<file path="src/cdd_pkg.sv">
// Package for the calendar date decrement block: microcode types, control
// words, status structs, the microcode table and calendar helper functions.
// No dependencies.
`default_nettype none

package cdd_pkg;

  localparam int UPC_W = 5;
  typedef logic [UPC_W-1:0] upc_t;

  localparam logic signed [15:0] YEAR_MIN = 16'sh8000;
  localparam logic [16:0] YEAR_BIAS = 17'd32800;
  localparam logic [15:0] RECIP_400 = 16'd41944;
  localparam logic [16:0] DIV_400 = 17'd400;

  localparam logic [4:0] MONTH_LEN [12] = '{
    5'd31, 5'd28, 5'd31, 5'd30, 5'd31, 5'd30,
    5'd31, 5'd31, 5'd30, 5'd31, 5'd30, 5'd31
  };

  typedef enum logic [2:0] {
    CMD_DAY = 3'd0,
    CMD_WEEK = 3'd1,
    CMD_MONTH = 3'd2,
    CMD_YEAR = 3'd3,
    CMD_DECADE = 3'd4,
    CMD_CENTURY = 3'd5,
    CMD_MILLENNIUM = 3'd6
  } cmd_e;

  typedef enum logic [3:0] {
    UOP_NOP,
    UOP_LOAD,
    UOP_FIXM,
    UOP_LQ,
    UOP_LR,
    UOP_FIXD,
    UOP_DAY,
    UOP_MONTH,
    UOP_YSUB,
    UOP_YSAT,
    UOP_FEB,
    UOP_WRITE
  } uop_e;

  typedef enum logic [3:0] {
    C_NEVER,
    C_ALWAYS,
    C_NO_INPUT,
    C_CNT_ZERO,
    C_CMD_DAY,
    C_CMD_MONTH,
    C_CMD_YEAR,
    C_DAY_CONT,
    C_MON_CONT,
    C_OUT_BUSY
  } cond_e;

  typedef struct packed {
    uop_e  uop;
    cond_e cond;
    upc_t  target;
  } ucw_t;

  typedef struct packed {
    logic cnt_zero;
    logic cmd_day;
    logic cmd_month;
    logic cmd_year;
    logic day_cont;
    logic mon_cont;
  } stat_t;

  typedef struct packed {
    logic signed [15:0] year;
    logic [3:0]         month;
    logic [4:0]         day;
    logic               uf;
  } res_t;

  localparam upc_t A_IDLE  = 5'd0;
  localparam upc_t A_DAY   = 5'd9;
  localparam upc_t A_MONTH = 5'd13;
  localparam upc_t A_YEAR  = 5'd17;
  localparam upc_t A_WRITE = 5'd31;

  function automatic ucw_t ucode_rom(input upc_t a);
    ucw_t w;
    case (a)
      5'd0:  w = '{UOP_LOAD,  C_NO_INPUT,  A_IDLE};
      5'd1:  w = '{UOP_FIXM,  C_NEVER,     A_IDLE};
      5'd2:  w = '{UOP_LQ,    C_NEVER,     A_IDLE};
      5'd3:  w = '{UOP_LR,    C_NEVER,     A_IDLE};
      5'd4:  w = '{UOP_FIXD,  C_CNT_ZERO,  A_WRITE};
      5'd5:  w = '{UOP_NOP,   C_CMD_DAY,   A_DAY};
      5'd6:  w = '{UOP_NOP,   C_CMD_MONTH, A_MONTH};
      5'd7:  w = '{UOP_NOP,   C_CMD_YEAR,  A_YEAR};
      5'd8:  w = '{UOP_NOP,   C_ALWAYS,    A_WRITE};
      5'd9:  w = '{UOP_DAY,   C_DAY_CONT,  A_DAY};
      5'd10: w = '{UOP_NOP,   C_CNT_ZERO,  A_WRITE};
      5'd11: w = '{UOP_LQ,    C_NEVER,     A_IDLE};
      5'd12: w = '{UOP_LR,    C_ALWAYS,    A_DAY};
      5'd13: w = '{UOP_MONTH, C_MON_CONT,  A_MONTH};
      5'd14: w = '{UOP_NOP,   C_CNT_ZERO,  A_WRITE};
      5'd15: w = '{UOP_LQ,    C_NEVER,     A_IDLE};
      5'd16: w = '{UOP_LR,    C_ALWAYS,    A_MONTH};
      5'd17: w = '{UOP_YSUB,  C_NEVER,     A_IDLE};
      5'd18: w = '{UOP_YSAT,  C_NEVER,     A_IDLE};
      5'd19: w = '{UOP_LQ,    C_NEVER,     A_IDLE};
      5'd20: w = '{UOP_LR,    C_NEVER,     A_IDLE};
      5'd21: w = '{UOP_FEB,   C_ALWAYS,    A_WRITE};
      5'd31: w = '{UOP_WRITE, C_OUT_BUSY,  A_WRITE};
      default: w = '{UOP_NOP, C_ALWAYS,    A_IDLE};
    endcase
    return w;
  endfunction

  function automatic logic [4:0] days_in(input logic [3:0] m, input logic leap);
    logic [4:0] len;
    if (m == 4'd2) begin
      len = leap ? 5'd29 : 5'd28;
    end else if (m >= 4'd1 && m <= 4'd12) begin
      len = MONTH_LEN[m - 4'd1];
    end else begin
      len = 5'd31;
    end
    return len;
  endfunction

endpackage

`default_nettype wire

</file>
<file path="src/calendar_date_decrement.sv">
// Top level of the calendar date decrement block: sequencer, datapath and
// output register with its handshake. Depends on cdd_pkg, cdd_sequencer, cdd_datapath.
//
// Usage: an input transfer (in_valid_i high, in_stall_o low) carries a unit
// command, a count and a Gregorian date; one result transfer follows with
// the date moved back by count units and an underflow flag.
// in_stall_o is low only while the sequencer sits at its idle step, so one
// item is worked on at a time; the next one may enter while the previous
// result still waits in the output register.
// The microcode program loads the transfer and clamps month and day, then
// walks days or months, or subtracts years, as the unit command selects.
// Day and month walks go one calendar step per cycle through the datapath,
// pausing to recompute the leap flag after each year boundary.
// Reset returns the sequencer to idle and empties the output register.
// While out_stall_i is high a held result stays, and the sequencer waits at
// its result step while the output register still holds an unaccepted result.
`default_nettype none

module calendar_date_decrement
  import cdd_pkg::*;
(
  input  wire logic               clk_i,
  input  wire logic               rst_ni,
  input  wire logic               in_valid_i,
  output logic                    in_stall_o,
  input  wire logic [2:0]         cmd_i,
  input  wire logic [14:0]        count_i,
  input  wire logic signed [15:0] in_year_i,
  input  wire logic [3:0]         in_month_i,
  input  wire logic [4:0]         in_day_i,
  output logic                    out_valid_o,
  input  wire logic               out_stall_i,
  output logic signed [15:0]      out_year_o,
  output logic [3:0]              out_month_o,
  output logic [4:0]              out_day_o,
  output logic                    underflow_o
);

  uop_e  uop;
  stat_t stat;
  res_t  res;
  logic  idle;
  logic  out_free;
  logic  load_out;
  logic  out_valid_q, out_valid_d;
  res_t  out_q;

  assign out_free = !out_valid_q || !out_stall_i;
  assign load_out = (uop == UOP_WRITE) && out_free;
  assign in_stall_o = !idle;

  cdd_sequencer u_seq (
    .clk_i      (clk_i),
    .rst_ni     (rst_ni),
    .stat_i     (stat),
    .in_valid_i (in_valid_i),
    .out_free_i (out_free),
    .uop_o      (uop),
    .idle_o     (idle)
  );

  cdd_datapath u_dp (
    .clk_i      (clk_i),
    .uop_i      (uop),
    .in_valid_i (in_valid_i),
    .cmd_i      (cmd_i),
    .count_i    (count_i),
    .in_year_i  (in_year_i),
    .in_month_i (in_month_i),
    .in_day_i   (in_day_i),
    .stat_o     (stat),
    .res_o      (res)
  );

  always_comb begin
    out_valid_d = out_valid_q;
    if (load_out) begin
      out_valid_d = 1'b1;
    end else if (out_valid_q && !out_stall_i) begin
      out_valid_d = 1'b0;
    end
  end

  always_ff @(posedge clk_i or negedge rst_ni) begin
    if (!rst_ni) begin
      out_valid_q <= 1'b0;
    end else begin
      out_valid_q <= out_valid_d;
    end
  end

  always_ff @(posedge clk_i) begin
    if (load_out) begin
      out_q <= res;
    end
  end

  assign out_valid_o = out_valid_q;
  assign out_year_o = out_q.year;
  assign out_month_o = out_q.month;
  assign out_day_o = out_q.day;
  assign underflow_o = out_q.uf;

endmodule

`default_nettype wire

</file>
<file path="src/cdd_sequencer.sv">
// Microcode sequencer: step counter, control word lookup and conditional jumps.
// Depends on cdd_pkg.
`default_nettype none

module cdd_sequencer
  import cdd_pkg::*;
(
  input  wire logic  clk_i,
  input  wire logic  rst_ni,
  input  wire stat_t stat_i,
  input  wire logic  in_valid_i,
  input  wire logic  out_free_i,
  output uop_e       uop_o,
  output logic       idle_o
);

  upc_t upc_q, upc_d;
  ucw_t ucw;
  logic take;

  assign ucw = ucode_rom(upc_q);
  assign uop_o = ucw.uop;
  assign idle_o = (upc_q == A_IDLE);

  always_comb begin
    case (ucw.cond)
      C_NEVER:     take = 1'b0;
      C_ALWAYS:    take = 1'b1;
      C_NO_INPUT:  take = !in_valid_i;
      C_CNT_ZERO:  take = stat_i.cnt_zero;
      C_CMD_DAY:   take = stat_i.cmd_day;
      C_CMD_MONTH: take = stat_i.cmd_month;
      C_CMD_YEAR:  take = stat_i.cmd_year;
      C_DAY_CONT:  take = stat_i.day_cont;
      C_MON_CONT:  take = stat_i.mon_cont;
      C_OUT_BUSY:  take = !out_free_i;
      default:     take = 1'b0;
    endcase
    upc_d = take ? ucw.target : upc_q + upc_t'(1);
  end

  always_ff @(posedge clk_i or negedge rst_ni) begin
    if (!rst_ni) begin
      upc_q <= A_IDLE;
    end else begin
      upc_q <= upc_d;
    end
  end

  a_idle_hold: assert property (@(posedge clk_i) disable iff (!rst_ni)
    (upc_q == A_IDLE && !in_valid_i) |=> (upc_q == A_IDLE))
    else $error("sequencer left idle without a transfer");

  a_write_hold: assert property (@(posedge clk_i) disable iff (!rst_ni)
    (upc_q == A_WRITE && !out_free_i) |=> (upc_q == A_WRITE))
    else $error("result step left while output busy");

  a_write_done: assert property (@(posedge clk_i) disable iff (!rst_ni)
    (upc_q == A_WRITE && out_free_i) |=> (upc_q == A_IDLE))
    else $error("sequencer did not return to idle after result");

endmodule

`default_nettype wire

</file>
<file path="src/cdd_datapath.sv">
// Date datapath: year, month, day, step count, leap flag and year arithmetic,
// driven one micro-operation per cycle. Depends on cdd_pkg.
`default_nettype none

module cdd_datapath
  import cdd_pkg::*;
(
  input  wire logic               clk_i,
  input  wire uop_e               uop_i,
  input  wire logic               in_valid_i,
  input  wire logic [2:0]         cmd_i,
  input  wire logic [14:0]        count_i,
  input  wire logic signed [15:0] in_year_i,
  input  wire logic [3:0]         in_month_i,
  input  wire logic [4:0]         in_day_i,
  output stat_t                   stat_o,
  output res_t                    res_o
);

  logic signed [15:0] y_q, y_d;
  logic [3:0]         m_q, m_d;
  logic [4:0]         d_q, d_d;
  logic [2:0]         cmd_q, cmd_d;
  logic [17:0]        cnt_q, cnt_d;
  logic               uf_q, uf_d;
  logic               leap_q, leap_d;
  logic [7:0]         q_q, q_d;
  logic signed [26:0] ny_q, ny_d;

  logic [16:0] yy;
  logic [32:0] qprod;
  logic [16:0] rem;
  logic [8:0]  rem9;
  logic [3:0]  mprev;
  logic [4:0]  len_cur, len_prev;
  logic [9:0]  mult;
  logic [24:0] yprod;
  logic        cnt_zero;

  assign yy = {y_q[15], y_q} + YEAR_BIAS;
  assign qprod = yy * RECIP_400;
  assign rem = yy - ({9'd0, q_q} * DIV_400);
  assign rem9 = rem[8:0];
  assign mprev = m_q - 4'd1;
  assign len_cur = days_in(m_q, leap_q);
  assign len_prev = days_in(mprev, leap_q);
  assign cnt_zero = (cnt_q == 18'd0);
  assign yprod = cnt_q[14:0] * mult;

  always_comb begin
    case (cmd_q)
      CMD_YEAR:       mult = 10'd1;
      CMD_DECADE:     mult = 10'd10;
      CMD_CENTURY:    mult = 10'd100;
      CMD_MILLENNIUM: mult = 10'd1000;
      default:        mult = 10'd0;
    endcase
  end

  always_comb begin
    y_d = y_q;
    m_d = m_q;
    d_d = d_q;
    cmd_d = cmd_q;
    cnt_d = cnt_q;
    uf_d = uf_q;
    leap_d = leap_q;
    q_d = q_q;
    ny_d = ny_q;
    case (uop_i)
      UOP_LOAD: begin
        if (in_valid_i) begin
          y_d = in_year_i;
          m_d = in_month_i;
          d_d = in_day_i;
          cmd_d = cmd_i;
          cnt_d = {3'd0, count_i};
          uf_d = 1'b0;
        end
      end
      UOP_FIXM: begin
        if (m_q == 4'd0) begin
          m_d = 4'd1;
        end else if (m_q > 4'd12) begin
          m_d = 4'd12;
        end
        if (cmd_q == CMD_WEEK) begin
          cnt_d = (cnt_q << 3) - cnt_q;
        end
      end
      UOP_LQ: q_d = qprod[31:24];
      UOP_LR: leap_d = (rem9[1:0] == 2'd0) && (rem9 != 9'd100) && (rem9 != 9'd200)
                       && (rem9 != 9'd300);
      UOP_FIXD: begin
        if (d_q == 5'd0) begin
          d_d = 5'd1;
        end else if (d_q > len_cur) begin
          d_d = len_cur;
        end
      end
      UOP_DAY: begin
        if (!cnt_zero) begin
          cnt_d = cnt_q - 18'd1;
          if (d_q > 5'd1) begin
            d_d = d_q - 5'd1;
          end else if (m_q == 4'd1) begin
            if (y_q == YEAR_MIN) begin
              uf_d = 1'b1;
              cnt_d = 18'd0;
            end else begin
              y_d = y_q - 16'sd1;
              m_d = 4'd12;
              d_d = 5'd31;
            end
          end else begin
            m_d = mprev;
            d_d = len_prev;
          end
        end
      end
      UOP_MONTH: begin
        if (!cnt_zero) begin
          cnt_d = cnt_q - 18'd1;
          if (m_q == 4'd1) begin
            if (y_q == YEAR_MIN) begin
              uf_d = 1'b1;
              cnt_d = 18'd0;
              d_d = 5'd1;
            end else begin
              y_d = y_q - 16'sd1;
              m_d = 4'd12;
            end
          end else begin
            m_d = mprev;
            if (d_q > len_prev) begin
              d_d = len_prev;
            end
          end
        end
      end
      UOP_YSUB: ny_d = {{11{y_q[15]}}, y_q} - $signed({2'b00, yprod});
      UOP_YSAT: begin
        if (ny_q < $signed({{11{1'b1}}, YEAR_MIN})) begin
          y_d = YEAR_MIN;
          uf_d = 1'b1;
        end else begin
          y_d = ny_q[15:0];
        end
      end
      UOP_FEB: begin
        if (m_q == 4'd2 && d_q == 5'd29 && !leap_q) begin
          d_d = 5'd28;
        end
      end
      default: ;
    endcase
  end

  always_ff @(posedge clk_i) begin
    y_q <= y_d;
    m_q <= m_d;
    d_q <= d_d;
    cmd_q <= cmd_d;
    cnt_q <= cnt_d;
    uf_q <= uf_d;
    leap_q <= leap_d;
    q_q <= q_d;
    ny_q <= ny_d;
  end

  assign stat_o.cnt_zero = cnt_zero;
  assign stat_o.cmd_day = (cmd_q == CMD_DAY) || (cmd_q == CMD_WEEK);
  assign stat_o.cmd_month = (cmd_q == CMD_MONTH);
  assign stat_o.cmd_year = cmd_q inside {[CMD_YEAR:CMD_MILLENNIUM]};
  assign stat_o.day_cont = !cnt_zero && !(d_q == 5'd1 && m_q == 4'd1);
  assign stat_o.mon_cont = !cnt_zero && (m_q != 4'd1);

  assign res_o.year = y_q;
  assign res_o.month = m_q;
  assign res_o.day = d_q;
  assign res_o.uf = uf_q;

endmodule

`default_nettype wire

</file>
<file path="config.mk">
export PLATFORM = sky130hd
export DESIGN_NAME = calendar_date_decrement
export DESIGN_NICKNAME = d
export VERILOG_FILES = /design/src/cdd_pkg.sv /design/src/calendar_date_decrement.sv /design/src/cdd_sequencer.sv /design/src/cdd_datapath.sv
export SDC_FILE = /design/constraint.sdc
export NUM_CORES = 1
export LEC_CHECK = 0
export ABC_AREA = 0
export BUFFER_PORTS_ARGS = -buffer_cell sky130_fd_sc_hd__buf_2
export CAP_MARGIN = 40
export CORE_MARGIN = 1.5
export CORE_UTILIZATION = 40
export CTS_CLUSTER_SIZE = 10
export DETAILED_ROUTE_END_ITERATION = 10
export PLACE_DENSITY = 0.67
export SLEW_MARGIN = 15
export SYNTH_ARGS = -nofsm -noshare
export SYNTH_HDL_FRONTEND = slang
export SYNTH_SLANG_ARGS = --single-unit
</file>
<file path="constraint.sdc">
create_clock -name clk_i -period 6.55 [get_ports clk_i]
set_input_delay 0.9825 -clock clk_i [delete_from_list [all_inputs] [get_ports clk_i]]
set_output_delay 0.9825 -clock clk_i [all_outputs]
set_load 0.02 [all_outputs]
</file>
==> impl_summary.md <==
Layout
The post-route core utilization is 47.3%. The commonest non-fill, non-tap cell in the layout is sky130_fd_sc_hd__inv_1. The top cell types in the final layout, fill and taps aside, are sky130_fd_sc_hd__inv_1 (288), sky130_fd_sc_hd__ha_1 (239), sky130_fd_sc_hd__fa_1 (164). The share of layout cells above drive strength 1 is 18.2%. From synthesis to final layout, the design area changed by 16.1%. The final cell area excluding filler cells is 0.0195 mm². In the final design database the tool counted 2433 nets. The number of antenna diodes in the final layout is 0.

Timing
After layout, the worst path uses 103% of the clock period. Setup repair after global routing could not meet its margin everywhere. The number of pins exceeding their max-slew limit in the final report is 0. The number of setup violations in the final report is 8.

After layout, the worst setup slack is -200 ps. The clock arrives with 10.4 ps of skew. For this run, the top clock speed supported by timing is 0.148 GHz. The setup TNS after final layout is -704 ps. The worst slew margin relative to its limit is 41.0%. The worst-margin pin slew is 885 ps. The worst path in the final design needs a cycle of 6750 ps, including I/O delays and setup. The count of final hold-check violations is 0.

Yosys
Summed over all instances, the cell type with the most area after synthesis is sky130_fd_sc_hd__fa_1. The synthesized design contains 106 enable-type register cells. Multiplexer cells account for 1.09% of the synthesized area. The area fraction of the dominant cell type after synthesis is 19.6%.

The number of instances in the synthesized netlist is 1784. Yosys printed 0 warnings. By area the synthesized netlist is led by sky130_fd_sc_hd__fa_1 (20%), sky130_fd_sc_hd__edfxtp_1 (19%), sky130_fd_sc_hd__ha_1 (19%), sky130_fd_sc_hd__inv_1 (6.5%), sky130_fd_sc_hd__xnor2_1 (3.7%). Counting flops with an async set or reset pin after synthesis yields a share of 5.36%. The simple-gate share of the synthesized area is 13.1%. The area fraction in compound gates after synthesis is 14.5%. The distinct cell type count of the synthesized netlist is 88.

In this run the cell area of the synthesized design comes to 0.0168 mm². The post-synth net total is 2244. The most used flip-flop cell after synthesis is sky130_fd_sc_hd__edfxtp_1. The share of synthesized cell area in full adder, half adder and majority cells is 38.2%. Sequential cells were found to cover 19.9% of the synthesized design area. Dividing the synthesized area by the synthesized cell count gives 9.39 µm². The synthesized netlist devotes 5.44% of its cell area to XOR and XNOR gates. By area, the combinational part of the netlist is dominated by adder cells.

The register bit count reported by yosys is 112.

Clocking
The H-tree was split into 3 levels. The tree is rooted in a sky130_fd_sc_hd__clkbuf_16. Counting every sink on the clock net gives 112. The clock-pin slew of the registers on the worst-case setup and hold paths is 90 ps. The total clock buffers created by CTS is 9. TritonCTS built the clock tree.

The clock passes through at most 2 buffers. For the worst-skew pair, the clock arrives at the later sink with an insertion delay of 380 ps.

Route
The count of antenna-violating nets left after detailed routing is 0. After detailed routing, the average wire length per cell comes to 16.5 µm. The residual DRC count is 0.

The total length of routed wires is 41400 µm. The routed layout has 13500 vias. The number of detailed-routing iterations run before antenna repair is 5. The first-iteration detailed-routing DRC count is 713. After detailed routing, the number of vias per cell comes to 5.40.

Floorplanning
The floorplan step defined a die boundary enclosing 0.0431 mm². The core region is 0.0411 mm². The floorplan step set the die height to 208 µm.

Measured along the x axis, the die boundary spans 208 µm. The number of placement rows is 74. The initial utilization of the core area, before any placement, comes to 40.8%.

The number of top-level pins is 75.

Global route
The number of antenna violations at the first check in global routing is 0. The final global-route overflow total is 0. Entering global routing, the biggest net connects 37 pins. The global router's overall resource usage is 19.3%. The via count of the first global-routing pass was 13700. The wire length of the first global-routing pass is 67900 µm.

Placement
The count of input and output buffers is 74. Before CTS, the worst setup slack after placement is -308 ps. The estimated wirelength of the detail-placed design is 34100 µm. In this run the cell area measured after placement is 0.0188 mm².

At the end of routability-driven placement, the weighted congestion stood at 0.908.

Hold path
The worst min-delay path class is in -> async.

Setup path
For this run, the slowest stage of the critical path takes 550 ps. For flop-to-flop paths, the worst setup slack is -200 ps. Of all nets on the critical path, the largest fanout is 14. The type of destination of the critical path is a flop. The slowest library cell on the worst path is sky130_fd_sc_hd__fa_1. Data arrives at the worst endpoint at 6960 ps. Counting stages on the worst path, the most repeated cell is sky130_fd_sc_hd__fa_1. The category of the most critical setup path is reg -> reg.

The required time at the endpoint of the critical path is 6760 ps. The type of origin of the critical path is a flop.

Run status
The final reports fail on setup timing. The flow ran to the end, but the final reports show violations.

Run
Across the run, the number of max-cap violations was 0.
cells by family after synthesis:
| family | after synthesis |
|---|---|
| xor gates and xnor gates | 104 |
| and+or+nand+nor | 439 |
| muxes | 16 |
| AOI/OAI and AO/OA | 360 |
| buffers and inverters | 340 |
| adders and majority gates | 413 |
| DFF | 112 |
metal layers:
| metal | wire, µm | up-vias | global-route usage, % |
|---|---|---|---|
| met3 | 1720 | 72 | 1.95 |
| met2 | 20300 | 304 | 33.3 |
| li1 | - | 6536 | - |
| met4 | 1230 | 0 | 6.72 |
| met1 | 18200 | 6630 | 25.3 |
| met5 | 0 | - | 0 |
cell usage after synthesis (all sizes together) (38+ instances only):
library cell,n
fa,164
nand3,47
nor2,94
nand2,108
nor3,44
xnor2,71
a21oi,78
inv,291
edfxtp,106
ha,249
clkbuf,38
o21ai,90
area by class of cell:
type                            count  area [µm²]
Clock buffer                        9         225
Clock inverter                      7        78.8
Fill cell                        3846       21700
Inverter                          291        1090
Multi-Input combinational cell   1333       12500
Sequential cell                   112        3330
Tap cell                          532         666
Timing Repair Buffer              226        1560
flip-flops by register name, summed over array words and instances, names as in the netlist:
name	count
u_dp.cnt_q	18
u_dp.m_q	4
u_dp.y_q	16
u_seq.upc_q	5
out_day_o	5
out_year_o	16
out_month_o	4
u_dp.d_q	5
u_dp.leap_q	1
u_dp.q_q	5
out_valid_o	1
u_dp.cmd_q	3
u_dp.ny_q	27
underflow_o	1
u_dp.uf_q	1
what timing repair did:
item                                    in CTS  in global routing
resized for setup                           20                 37
pin swaps                                   10                 13
endpoints found under the setup margin      12                 16
hold buffers                                 0                  0
buffers inserted                             5                  4
cloned                                       0                  1
final timing paths:
check	start	endpoint	cells past startpoint
hold reg to reg	u_dp.uf_q	underflow_o	0
min in group clk_i	u_dp.uf_q	underflow_o	0
max in group asynchronous	rst_ni	u_seq.upc_q[2]	1
hold / removal	rst_ni	u_seq.upc_q[4]	1
setup reg to reg	u_dp.cmd_q[0]	u_dp.ny_q[25]	28
setup / recovery	u_dp.cmd_q[0]	u_dp.ny_q[25]	28
metrics by stage:
step                hold slack (ps)  std cells
global route                    412       2510
finish                          406       2510
floorplan                       421       1784
detailed placement              462       2484
global placement                473       2479
CTS                             402       2505
worst max-delay path: cells and delay by family (launching register included):
family / cells / cell delay (ps)
adders and majority gates: 7 / 3120
and+or+nand+nor: 7 / 1390
AOI/OAI and AO/OA: 7 / 950
buffers and inverters: 6 / 560
DFF: 1 / 410
xor gates and xnor gates: 1 / 140
Power is left out: the tool's default activity adds up to more than one toggle a clock period on the data nets, which glitch-free logic cannot reach.
